$ cat config.mk
export PLATFORM = sky130hd
export DESIGN_NAME = dns_captive_responder
export DESIGN_NICKNAME = d
export VERILOG_FILES = /design/src/hw/rtl/dcr_pkg.sv /design/src/hw/rtl/dcr_parser.sv /design/src/hw/rtl/dcr_emitter.sv /design/src/hw/rtl/dns_captive_responder.sv
export SDC_FILE = /design/constraint.sdc
export NUM_CORES = 1
export LEC_CHECK = 0
export BUFFER_PORTS_ARGS = -buffer_cell sky130_fd_sc_hd__buf_4
export CAP_MARGIN = 20
export CORE_MARGIN = 4
export CORE_UTILIZATION = 60
export CTS_CLUSTER_SIZE = 8
export DETAILED_ROUTE_END_ITERATION = 10
export HOLD_SLACK_MARGIN = 0.12
export PLACE_DENSITY_LB_ADDON = 0.15
export RECOVER_POWER = 25
export SYNTH_ARGS = -nofsm -noshare
export SYNTH_HDL_FRONTEND = slang
export SYNTH_SLANG_ARGS = --single-unit
$ cat constraint.sdc
create_clock -name clk -period 3.52 [get_ports clk]
set_input_delay 0.704 -clock clk [delete_from_list [all_inputs] [get_ports clk]]
set_output_delay 0.704 -clock clk [all_outputs]
set_load 0.01 [all_outputs]
$ cat src/hw/rtl/dcr_pkg.sv
package dcr_pkg;

  localparam int HEADER_BYTES = 12;
  localparam int ANSWER_BYTES = 16;
  localparam int ANS_IDX_W    = 4;

  // parse phases
  localparam logic [1:0] PH_HEADER = 2'd0;
  localparam logic [1:0] PH_NAME   = 2'd1;
  localparam logic [1:0] PH_TAIL   = 2'd2;
  localparam logic [1:0] PH_DONE   = 2'd3;

  // what one accepted query byte asks the output side to send
  typedef struct packed {
    logic       echo;       // send echo_byte first
    logic [7:0] echo_byte;
    logic       tail;       // datagram ended: answer or drop follows
    logic       tail_drop;  // tail is a single drop word
  } job_t;

  function automatic logic [7:0] answer_byte(input logic [ANS_IDX_W-1:0] idx,
                                             input logic [31:0] ip);
    logic [7:0] r;
    case (idx)
      4'd0:    r = 8'hC0;
      4'd1:    r = 8'h0C;
      4'd3:    r = 8'h01;
      4'd5:    r = 8'h01;
      4'd9:    r = 8'h0A;
      4'd11:   r = 8'h04;
      4'd12:   r = ip[31:24];
      4'd13:   r = ip[23:16];
      4'd14:   r = ip[15:8];
      4'd15:   r = ip[7:0];
      default: r = 8'h00;
    endcase
    return r;
  endfunction

endpackage

$ cat src/hw/rtl/dcr_parser.sv
module dcr_parser
  import dcr_pkg::*;
#(
  parameter int BUF_BYTES = 128
) (
  input  logic       clk,
  input  logic       rst,
  input  logic       in_valid,
  output logic       in_ready,
  input  logic [7:0] in_byte,
  input  logic       in_last,
  output logic       job_valid,
  output job_t       job,
  input  logic       job_take
);

  localparam int POS_W = $clog2(BUF_BYTES + 1);
  localparam int LBL_W = $clog2(BUF_BYTES + 257);

  logic [POS_W-1:0] bp, bp_next;
  logic [1:0]       phase, phase_next;
  logic [LBL_W-1:0] nlp, nlp_next;
  logic [LBL_W-1:0] qend, qend_next;
  logic             ar, ar_next;
  logic [15:0]      qc, qc_next;
  logic             mal, mal_next;

  logic             echo;
  logic [7:0]       ob;
  logic             ok;
  logic             accept;
  job_t             job_new;

  assign in_ready = !job_valid || job_take;
  assign accept   = in_valid && in_ready;

  always_comb begin
    bp_next    = bp;
    phase_next = phase;
    nlp_next   = nlp;
    qend_next  = qend;
    ar_next    = ar;
    qc_next    = qc;
    mal_next   = mal;
    echo       = 1'b0;
    ob         = in_byte;
    if (bp < POS_W'(BUF_BYTES)) begin
      case (phase)
        PH_HEADER: begin
          echo = 1'b1;
          if (bp == POS_W'(2)) begin
            ar_next = in_byte[7];
            if (!in_byte[7]) ob = in_byte | 8'h84;
          end else if (bp == POS_W'(4)) begin
            qc_next[15:8] = in_byte;
          end else if (bp == POS_W'(5)) begin
            qc_next[7:0] = in_byte;
          end else if (!ar) begin
            if (bp == POS_W'(6)) ob = qc[15:8];
            else if (bp == POS_W'(7)) ob = qc[7:0];
            else if (bp >= POS_W'(8) && bp <= POS_W'(11)) ob = 8'h00;
          end
          if (bp >= POS_W'(HEADER_BYTES - 1)) phase_next = PH_NAME;
        end
        PH_NAME: begin
          echo = 1'b1;
          if (LBL_W'(bp) == nlp) begin
            if (in_byte == 8'h00) begin
              qend_next  = LBL_W'(bp) + LBL_W'(5);
              phase_next = PH_TAIL;
              if ({1'b0, qend_next} + (LBL_W+1)'(ANSWER_BYTES) > (LBL_W+1)'(BUF_BYTES))
                mal_next = 1'b1;
            end else begin
              nlp_next = LBL_W'(bp) + LBL_W'(in_byte) + LBL_W'(1);
            end
          end
        end
        PH_TAIL: begin
          if (LBL_W'(bp) < qend) echo = 1'b1;
          else phase_next = PH_DONE;
        end
        default: ;
      endcase
      bp_next = bp + POS_W'(1);
    end
    ok = (phase_next == PH_TAIL || phase_next == PH_DONE) &&
         (qend_next <= LBL_W'(bp_next)) && !mal_next;
    if (in_last) begin
      bp_next    = '0;
      phase_next = PH_HEADER;
      nlp_next   = LBL_W'(HEADER_BYTES);
      qend_next  = '0;
      ar_next    = 1'b0;
      qc_next    = '0;
      mal_next   = 1'b0;
    end
    job_new.echo      = echo && !(in_last && !ok);
    job_new.echo_byte = ob;
    job_new.tail      = in_last;
    job_new.tail_drop = !ok;
  end

  always_ff @(posedge clk) begin
    if (rst) begin
      bp    <= '0;
      phase <= PH_HEADER;
      nlp   <= LBL_W'(HEADER_BYTES);
      qend  <= '0;
      ar    <= 1'b0;
      qc    <= '0;
      mal   <= 1'b0;
    end else if (accept) begin
      bp    <= bp_next;
      phase <= phase_next;
      nlp   <= nlp_next;
      qend  <= qend_next;
      ar    <= ar_next;
      qc    <= qc_next;
      mal   <= mal_next;
    end
  end

  always_ff @(posedge clk) begin
    if (rst) begin
      job_valid <= 1'b0;
    end else if (accept && (job_new.echo || job_new.tail)) begin
      job_valid <= 1'b1;
    end else if (job_take) begin
      job_valid <= 1'b0;
    end
  end

  always_ff @(posedge clk) begin
    if (accept) job <= job_new;
  end

  a_job_held: assert property (@(posedge clk) disable iff (rst)
    job_valid && !job_take |=> job_valid && $stable(job))
    else $error("pending job lost or changed while waiting");

  a_pos_bound: assert property (@(posedge clk) disable iff (rst)
    bp <= POS_W'(BUF_BYTES))
    else $error("byte position beyond buffer");

endmodule

$ cat src/hw/rtl/dcr_emitter.sv
module dcr_emitter
  import dcr_pkg::*;
(
  input  logic        clk,
  input  logic        rst,
  input  logic        job_valid,
  input  job_t        job,
  output logic        job_take,
  input  logic [31:0] ip,
  output logic        out_valid,
  input  logic        out_ready,
  output logic [7:0]  out_byte,
  output logic        out_last,
  output logic        out_drop
);

  logic                 cur_valid;
  job_t                 cur;
  logic [ANS_IDX_W-1:0] cnt;
  logic                 fire;
  logic                 done_now;

  assign out_valid = cur_valid;
  assign fire      = cur_valid && out_ready;

  always_comb begin
    if (cur.echo) begin
      out_byte = cur.echo_byte;
      out_last = 1'b0;
      out_drop = 1'b0;
    end else if (cur.tail_drop) begin
      out_byte = 8'h00;
      out_last = 1'b1;
      out_drop = 1'b1;
    end else begin
      out_byte = answer_byte(cnt, ip);
      out_last = (cnt == ANS_IDX_W'(ANSWER_BYTES - 1));
      out_drop = 1'b0;
    end
  end

  // the word on the port is the job's final one
  assign done_now = fire && (cur.echo ? !cur.tail : (cur.tail_drop || out_last));
  assign job_take = job_valid && (!cur_valid || done_now);

  always_ff @(posedge clk) begin
    if (rst) begin
      cur_valid <= 1'b0;
      cnt       <= '0;
    end else if (job_take) begin
      cur_valid <= 1'b1;
      cnt       <= '0;
    end else if (done_now) begin
      cur_valid <= 1'b0;
      cnt       <= '0;
    end else if (fire && !cur.echo) begin
      cnt <= cnt + ANS_IDX_W'(1);
    end
  end

  always_ff @(posedge clk) begin
    if (job_take) cur <= job;
    else if (fire && cur.echo) cur.echo <= 1'b0;
  end

  a_drop_last: assert property (@(posedge clk) disable iff (rst)
    out_valid && out_drop |-> out_last)
    else $error("drop word without last mark");

  a_cnt_answer: assert property (@(posedge clk) disable iff (rst)
    cnt != '0 |-> cur_valid && cur.tail && !cur.tail_drop && !cur.echo)
    else $error("answer counter running outside an answer");

endmodule

$ cat src/hw/rtl/dns_captive_responder.sv
// Path: a result word passes through the parser's job slot and then the
//   emitter's current-job register before it is offered on the output.
// Throughput: one query byte per cycle while the job slot has room; the final byte
//   of a valid query yields its echo, if any, plus the 16-byte answer, so the
//   output side stays busy and the input stalls once the one-word job slot is full.
// Reset (rst, synchronous, active high): clears parse state, queued words and
//   the answer address to 0; no clearing pass, ready in the next cycle.
module dns_captive_responder
  import dcr_pkg::*;
#(
  parameter int BUF_BYTES = 128
) (
  input  logic        clk,
  input  logic        rst,
  // query byte stream
  input  logic        s_axis_tvalid,
  output logic        s_axis_tready,
  input  logic [7:0]  s_axis_tdata,   // [7:0] data_byte
  input  logic        s_axis_tlast,   // last_byte
  // response byte stream
  output logic        m_axis_tvalid,
  input  logic        m_axis_tready,
  output logic [7:0]  m_axis_tdata,   // [7:0] out_byte
  output logic        m_axis_tlast,   // out_last
  output logic        m_axis_tuser,   // [0] drop
  // ap_ip_address write
  input  logic        cfg_valid,
  output logic        cfg_ready,
  input  logic [31:0] cfg_data
);

  logic [31:0] ap_ip;
  logic        job_valid;
  logic        job_take;
  job_t        job;

  // Address register: to be written only while the block is idle, so that a write lands
  // between datagrams; the block itself does not enforce this. Always ready.
  assign cfg_ready = 1'b1;

  always_ff @(posedge clk) begin
    if (rst) begin
      ap_ip <= '0;
    end else if (cfg_valid) begin
      ap_ip <= cfg_data;
    end
  end

  // Parse each byte against the header and question layout, rewrite the
  // header flags and counts on the fly, and hold the resulting job in a
  // one-word slot so the input can take one more byte while the output waits.
  dcr_parser #(
    .BUF_BYTES (BUF_BYTES)
  ) u_parser (
    .clk       (clk),
    .rst       (rst),
    .in_valid  (s_axis_tvalid),
    .in_ready  (s_axis_tready),
    .in_byte   (s_axis_tdata),
    .in_last   (s_axis_tlast),
    .job_valid (job_valid),
    .job       (job),
    .job_take  (job_take)
  );

  // Send the echo word, then on a datagram end either the A record (sixteen
  // words, counted out) or a single drop word.
  dcr_emitter u_emitter (
    .clk       (clk),
    .rst       (rst),
    .job_valid (job_valid),
    .job       (job),
    .job_take  (job_take),
    .ip        (ap_ip),
    .out_valid (m_axis_tvalid),
    .out_ready (m_axis_tready),
    .out_byte  (m_axis_tdata),
    .out_last  (m_axis_tlast),
    .out_drop  (m_axis_tuser)
  );

endmodule

==> flow_metrics.tcl, run 1 <==
set metrics [dict create \
    antenna_found_initial 0 \
    grt_use_total_pct 25.2 \
    clk_pin_slew_ps 100 \
    synth_edf_count 22 \
    wire_per_inst_um 17.2 \
    async_flop_share_pct 0 \
    finalCritPeriodShare_pct 88.7 \
    viasPerCell 5.98 \
    cts_htree_levels 3 \
    die-area_mm2 0.0118 \
    fin_cells 850 \
    area_delta_synth_final_pct 9.33 \
    cts_made_buffers 9 \
    syn_nets 756 \
    ios 59 \
    drt-initial-drc-count 417 \
    max_freq_ghz 0.320 \
    worstSetupPathType "reg -> out" \
    endpoint_kind "primary output" \
    dp.cells 834 \
    synth.distinct_cells 77 \
    setup-violations-final 0 \
    grt_pass1_wl_um 23500 \
    cts_hold_buffers 0 \
    status "finished, violations left" \
    yosysWarnings 0 \
    ys.flop_type "dfxtp_1" \
    drive_gt1_share_pct 14.9 \
    overflow 0 \
    relSlewSlack_pct -10.9 \
    vias 5085 \
    fin_hold_ws_ps 426 \
    hpwl_um 10700 \
    cts_root_buffer "clkbuf_8" \
    insertion_delay_ps 380 \
    drc 0 \
    start_kind "register" \
    postCtsSetupBuffers 0 \
    netlist_area_mm2 0.00607 \
    core_area_mm2 0.00982 \
    die_h_um 109 \
    netlist.area_leader.share_pct 27.7 \
    grt_setup_unrepaired "no" \
    cts_sinks 106 \
    violations "max-capacitance violations, max-slew violations" \
    synth_top_area_cell "dfxtp_1" \
    initial_core_util_pct 61.9 \
    required_ps 2820 \
    avgSynthCellArea_um2 8.97 \
    cts_tree "built" \
    p_leak_nw 2.64 \
    fp.dieW_um 109 \
    drt_pass1_iterations 5 \
    layout.nets 791 \
    worst_slew_pin_slew_ps 1660 \
    synthesis.instances 677 \
    routed_wl_um 14700 \
    rows 36 \
    peakVddDrop_v 0.000182 \
    fin_skew_ps 9.57 \
    diodes 0 \
    ys_seq_elements 106 \
    place.gp.congestion 0.979 \
    synth_area_leaders "dfxtp_1, edfxtp_1, mux2i_1" \
    cts_resized 0 \
    finalHoldViolCount 0 \
    port_buffers 57 \
    cp.arrival_ps 2420 \
    clock_path_buffers 2 \
    powerDensity_mw_per_mm2 340 \
    hold_class "reg -> reg" \
    period_minus_slack_ps 3120 \
    drv_slew 82 \
    ant_nets 0 \
    cap_violations 1 \
    grt_max_degree 82 \
    critPathMaxFanout 11 \
    first_global_vias 4757 \
    synth_top_cells_by_count "nor2_1, dfxtp_1, nand2_1" \
    ys_seq_area_share_pct 38.6 \
    synth.most_common_cell "nor2_1" \
    finalSetupTns_ps 0 \
]
==> per-stage QoR <==
step | power, mW | utilization [%] | cell area, µm² | setup slack (ps)
floorplan | 1.50 | - | 6070 | 507
global placement | 1.59 | 65.9 | 6470 | 322
detailed placement | 1.59 | 65.9 | 6470 | 240
CTS | 2.27 | 67.7 | 6650 | 398
global route | 2.36 | 67.6 | 6640 | 136
finish | 2.26 | 67.6 | 6640 | 399
==> layout make-up <==
cell class / count / area [µm²]
Sequential cell: 106 / 2340
Inverter: 27 / 101
Timing Repair Buffer: 67 / 497
Fill cell: 835 / 3180
Tap cell: 133 / 166
Clock buffer: 9 / 124
Clock inverter: 7 / 51.3
Multi-Input combinational cell: 501 / 3360
==> path summary, 6_finish.rpt <==
| path | cells after the start | start | slack, ps | endpoint |
|---|---|---|---|---|
| setup / recovery | 8 | u_emitter.cnt[0] | 400 | m_axis_tdata[1] |
| hold / removal | 0 | u_parser.job[5] | 430 | u_emitter.cur[5] |
| setup reg to reg | 12 | u_parser.bp[0] | 450 | u_parser.job[10] |
| hold reg to reg | 0 | u_parser.job[5] | 430 | u_emitter.cur[5] |
==> power by group <==
| part | internal [mW] | switching [mW] | total, mW |
|---|---|---|---|
| clock network | 0.261 | 0.429 | 0.690 |
| registers | 1.29 | 0.0285 | 1.31 |
| logic | 0.114 | 0.143 | 0.257 |
| total | 1.66 | 0.601 | 2.26 |
==> worst max-delay path: stages, from the launching register on <==
cell,delay [ps]
dfxtp_1,440
inv_1,100
ha_1,350
nor2_1,140
a21oi_1,50
o22a_1,210
o21ai_1,390
o21ai_0,190
buf_4,170
==> kinds of logic (layout without fill, tap and decap cells) <==
group,after synthesis,in the layout,share of synthesized area [%]
AOI/OAI and AO/OA,156,156,17.1
and+or+nand+nor,237,237,19.5
other,1,1,0.0617
buffers and inverters,70,110,6.14
DFF,106,106,38.6
adders and majority gates,33,33,6.92
xor gates and xnor gates,25,25,3.60
muxes,49,49,8.12
==> layer usage <==
| layer | vias up | track usage, % | part of all wire, % |
|---|---|---|---|
| li1 | 2475 | - | - |
| met1 | 2398 | 34.0 | 44 |
| met2 | 182 | 41.1 | 47 |
| met3 | 30 | 4.09 | 6.4 |
| met4 | 0 | 9.20 | 2.2 |
| met5 | - | 0 | 0 |
==> registers in the layout, summed over array words and instances (netlist names) <==
name	flops
u_parser.nlp	9
u_emitter.cnt	4
u_parser.job	11
u_emitter.out_valid	1
u_parser.qend	9
u_parser.ar	1
u_parser.bp	8
u_parser.phase	2
ap_ip	32
u_parser.mal	1
u_parser.job_valid	1
u_parser.qc	16
u_emitter.cur	11
==> placed cells by master, fill, tap and decap left out, drive strengths merged, types with 11 or more instances in the layout <==
master | Yosys | final
inv | 27 | 29
xnor2 | 15 | 15
o21ai | 44 | 44
nor3 | 15 | 15
a21oi | 41 | 41
nor2b | 14 | 14
dfxtp | 84 | 84
edfxtp | 22 | 22
nand2 | 56 | 56
clkbuf | 29 | 11
nor2 | 97 | 97
a22oi | 15 | 15
ha | 32 | 32
mux2i | 47 | 47
buf | 13 | 65
No activity file was read; power rests on OpenSTA's default activity.
==> inputs of run 2 (changes only) <==
--- a/config.mk
+++ b/config.mk
@@ -6,12 +6,12 @@
 export NUM_CORES = 1
 export LEC_CHECK = 0
 export BUFFER_PORTS_ARGS = -buffer_cell sky130_fd_sc_hd__buf_4
-export CAP_MARGIN = 20
 export CORE_MARGIN = 4
 export CORE_UTILIZATION = 60
 export CTS_CLUSTER_SIZE = 8
 export DETAILED_ROUTE_END_ITERATION = 10
 export HOLD_SLACK_MARGIN = 0.12
+export MAX_ROUTING_LAYER = met4
 export PLACE_DENSITY_LB_ADDON = 0.15
 export RECOVER_POWER = 25
 export SYNTH_ARGS = -nofsm -noshare
==> run 2 against run 1 <==
The run still ends with max-capacitance violations, max-slew violations left. Via count fell by 0.22%. Global-route usage rose by 1.5 points. Worst setup slack improved by 11 ps. Cell area rose by 0.28%. Sequential power barely moved. Die area did not move. Clock power rose by 6.1%. Clock skew rose by 3.4 ps. Power rose by 1.9%. Critical path depth fell by 3. Maximum frequency rose by 0.34%. Combinational power barely moved. Critical endpoint is now s_axis_tready.
==> flow_metrics.tcl, run 2 (synthesized netlist as in run 1, its figures left out) <==
set metrics [dict create \
    status "finished, violations left" \
    violations "max-capacitance violations, max-slew violations" \
    drv_slew 82 \
    finalCritPeriodShare_pct 88.4 \
    fin_cells 850 \
    ios 59 \
    cts_resized 0 \
    endpoint_kind "primary output" \
    finalHoldViolCount 0 \
    routed_wl_um 14800 \
    drt-initial-drc-count 320 \
    worstSetupPathType "reg -> out" \
    max_freq_ghz 0.322 \
    ant_nets 0 \
    hpwl_um 10900 \
    place.gp.congestion 0.977 \
    max_stage_delay_ps 430 \
    initial_core_util_pct 61.9 \
    fillerInstances 839 \
    crit_family "compound AO/OA/AOI/OAI gates" \
    die_h_um 109 \
    setup-violations-final 0 \
    crit_chain "ha_1 -> a311o_1 -> a21boi_0 -> nand2_1 -> buf_4" \
    slowest_stage "a21boi_0" \
    vias 5074 \
    grt_setup_unrepaired "no" \
    cts_made_buffers 9 \
    area_delta_synth_final_pct 9.64 \
    powerDensity_mw_per_mm2 346 \
    hold_class "reg -> reg" \
    drive_gt1_share_pct 14.9 \
    cts_sinks 106 \
    cap_violations 1 \
    relSlewSlack_pct -12.5 \
    grt_pass1_wl_um 24200 \
    overflow 0 \
    required_ps 2820 \
    final_common_cell "nor2_1" \
    drc 0 \
    cts_hold_buffers 0 \
    diodes 0 \
    port_buffers 57 \
    critPathMaxFanout 14 \
    rows 36 \
    grt_use_total_pct 26.8 \
    period_minus_slack_ps 3110 \
    clock_path_buffers 2 \
    p_leak_nw 2.65 \
    start_kind "register" \
    drt_pass1_iterations 5 \
    postCtsSetupBuffers 0 \
    mostFrequentLayoutCells "nor2_1, dfxtp_1, buf_4, nand2_1, mux2i_1" \
    clk_pin_slew_ps 100 \
    regMostFlops "ap_ip" \
    dp.cells 834 \
    critPathBufInv 1 \
    final_util_pct 67.8 \
    finalSetupTns_ps 0 \
    viasPerCell 5.97 \
    wire_per_inst_um 17.4 \
    layout.nets 791 \
    largest_reg_flops 32 \
    peakVddDrop_v 0.000250 \
    cts_root_buffer "clkbuf_8" \
    die-area_mm2 0.0118 \
    cts_tree "built" \
    fp.dieW_um 109 \
    worst_slew_pin_slew_ps 1690 \
    cts_htree_levels 3 \
    core_area_mm2 0.00982 \
    fin_skew_ps 13.0 \
    antenna_found_initial 0 \
    reg_top3 "ap_ip x32, u_parser.qc x16" \
    insertion_delay_ps 380 \
    grt_max_degree 82 \
    first_global_vias 4876 \
    cp.arrival_ps 2410 \
]
## run 2: changes by cell type in the layout (fill, tap and decap cells not counted)
| cell | change |
|---|---|
| inv_6 | +1 |
| inv_8 | +1 |
| clkinvlp_4 | -1 |
| clkinv_2 | -2 |
| clkinv_8 | +1 |
## run 2: area by class of cell
type / instances / area [µm²] / area share, %
clock buffer: 9 / 124 / 1.86
clock inverter: 7 / 70.1 / 1.05
inverter: 27 / 101 / 1.52
multi-input combinational: 501 / 3360 / 50.4
sequential: 106 / 2340 / 35.2
tap: 133 / 166 / 2.50
timing repair buffer: 67 / 497 / 7.46
## run 2: report_power, final
group / total (mW) / leakage, nW / switching [mW] / internal, mW
registers: 1.31 / 0.890 / 0.0297 / 1.29
logic: 0.257 / 1.67 / 0.143 / 0.114
clock network: 0.732 / 0.0955 / 0.455 / 0.277
## run 2: final timing paths
check                   start               end  slack, ps  cells past startpoint
max          u_emitter.cnt[0]     s_axis_tready        410                      5
min           u_parser.job[1]  u_emitter.cur[1]        430                      0
max reg2reg    u_parser.bp[0]  u_parser.job[10]        450                     11
min reg2reg   u_parser.job[1]  u_emitter.cur[1]        430                      0
## run 2: routing by layer
layer	track usage (%)	routed length, µm	share of wire [%]	up-vias
met3	6.16	971	6.6	34
met5	-	0	0	-
li1	-	-	-	2470
met4	9.38	376	2.5	0
met2	41.2	6860	46	192
met1	34.9	6600	45	2378
## run 2: worst register-to-register path: cells and delay by family, from the launching register on
| family | cells | cell delay, ps |
|---|---|---|
| flops | 1 | 640 |
| mux | 1 | 300 |
| compound gates | 4 | 650 |
| fa+ha+maj | 1 | 300 |
| xor+xnor | 1 | 170 |
| simple gates | 3 | 510 |
| buf+inv | 1 | 220 |
## run 2: metrics by stage
step           hold WS [ps]  setup WS (ps)  power [mW]  instance area [µm²]
3_5_place_dp            407            295        1.60                 6470
5_1_grt                 440            156        2.40                 6660
6_report                433            410        2.30                 6660
2_1_floorplan           400            507        1.50                 6070
3_3_place_gp            403            315        1.59                 6470
4_1_cts                 431            409        2.32                 6670
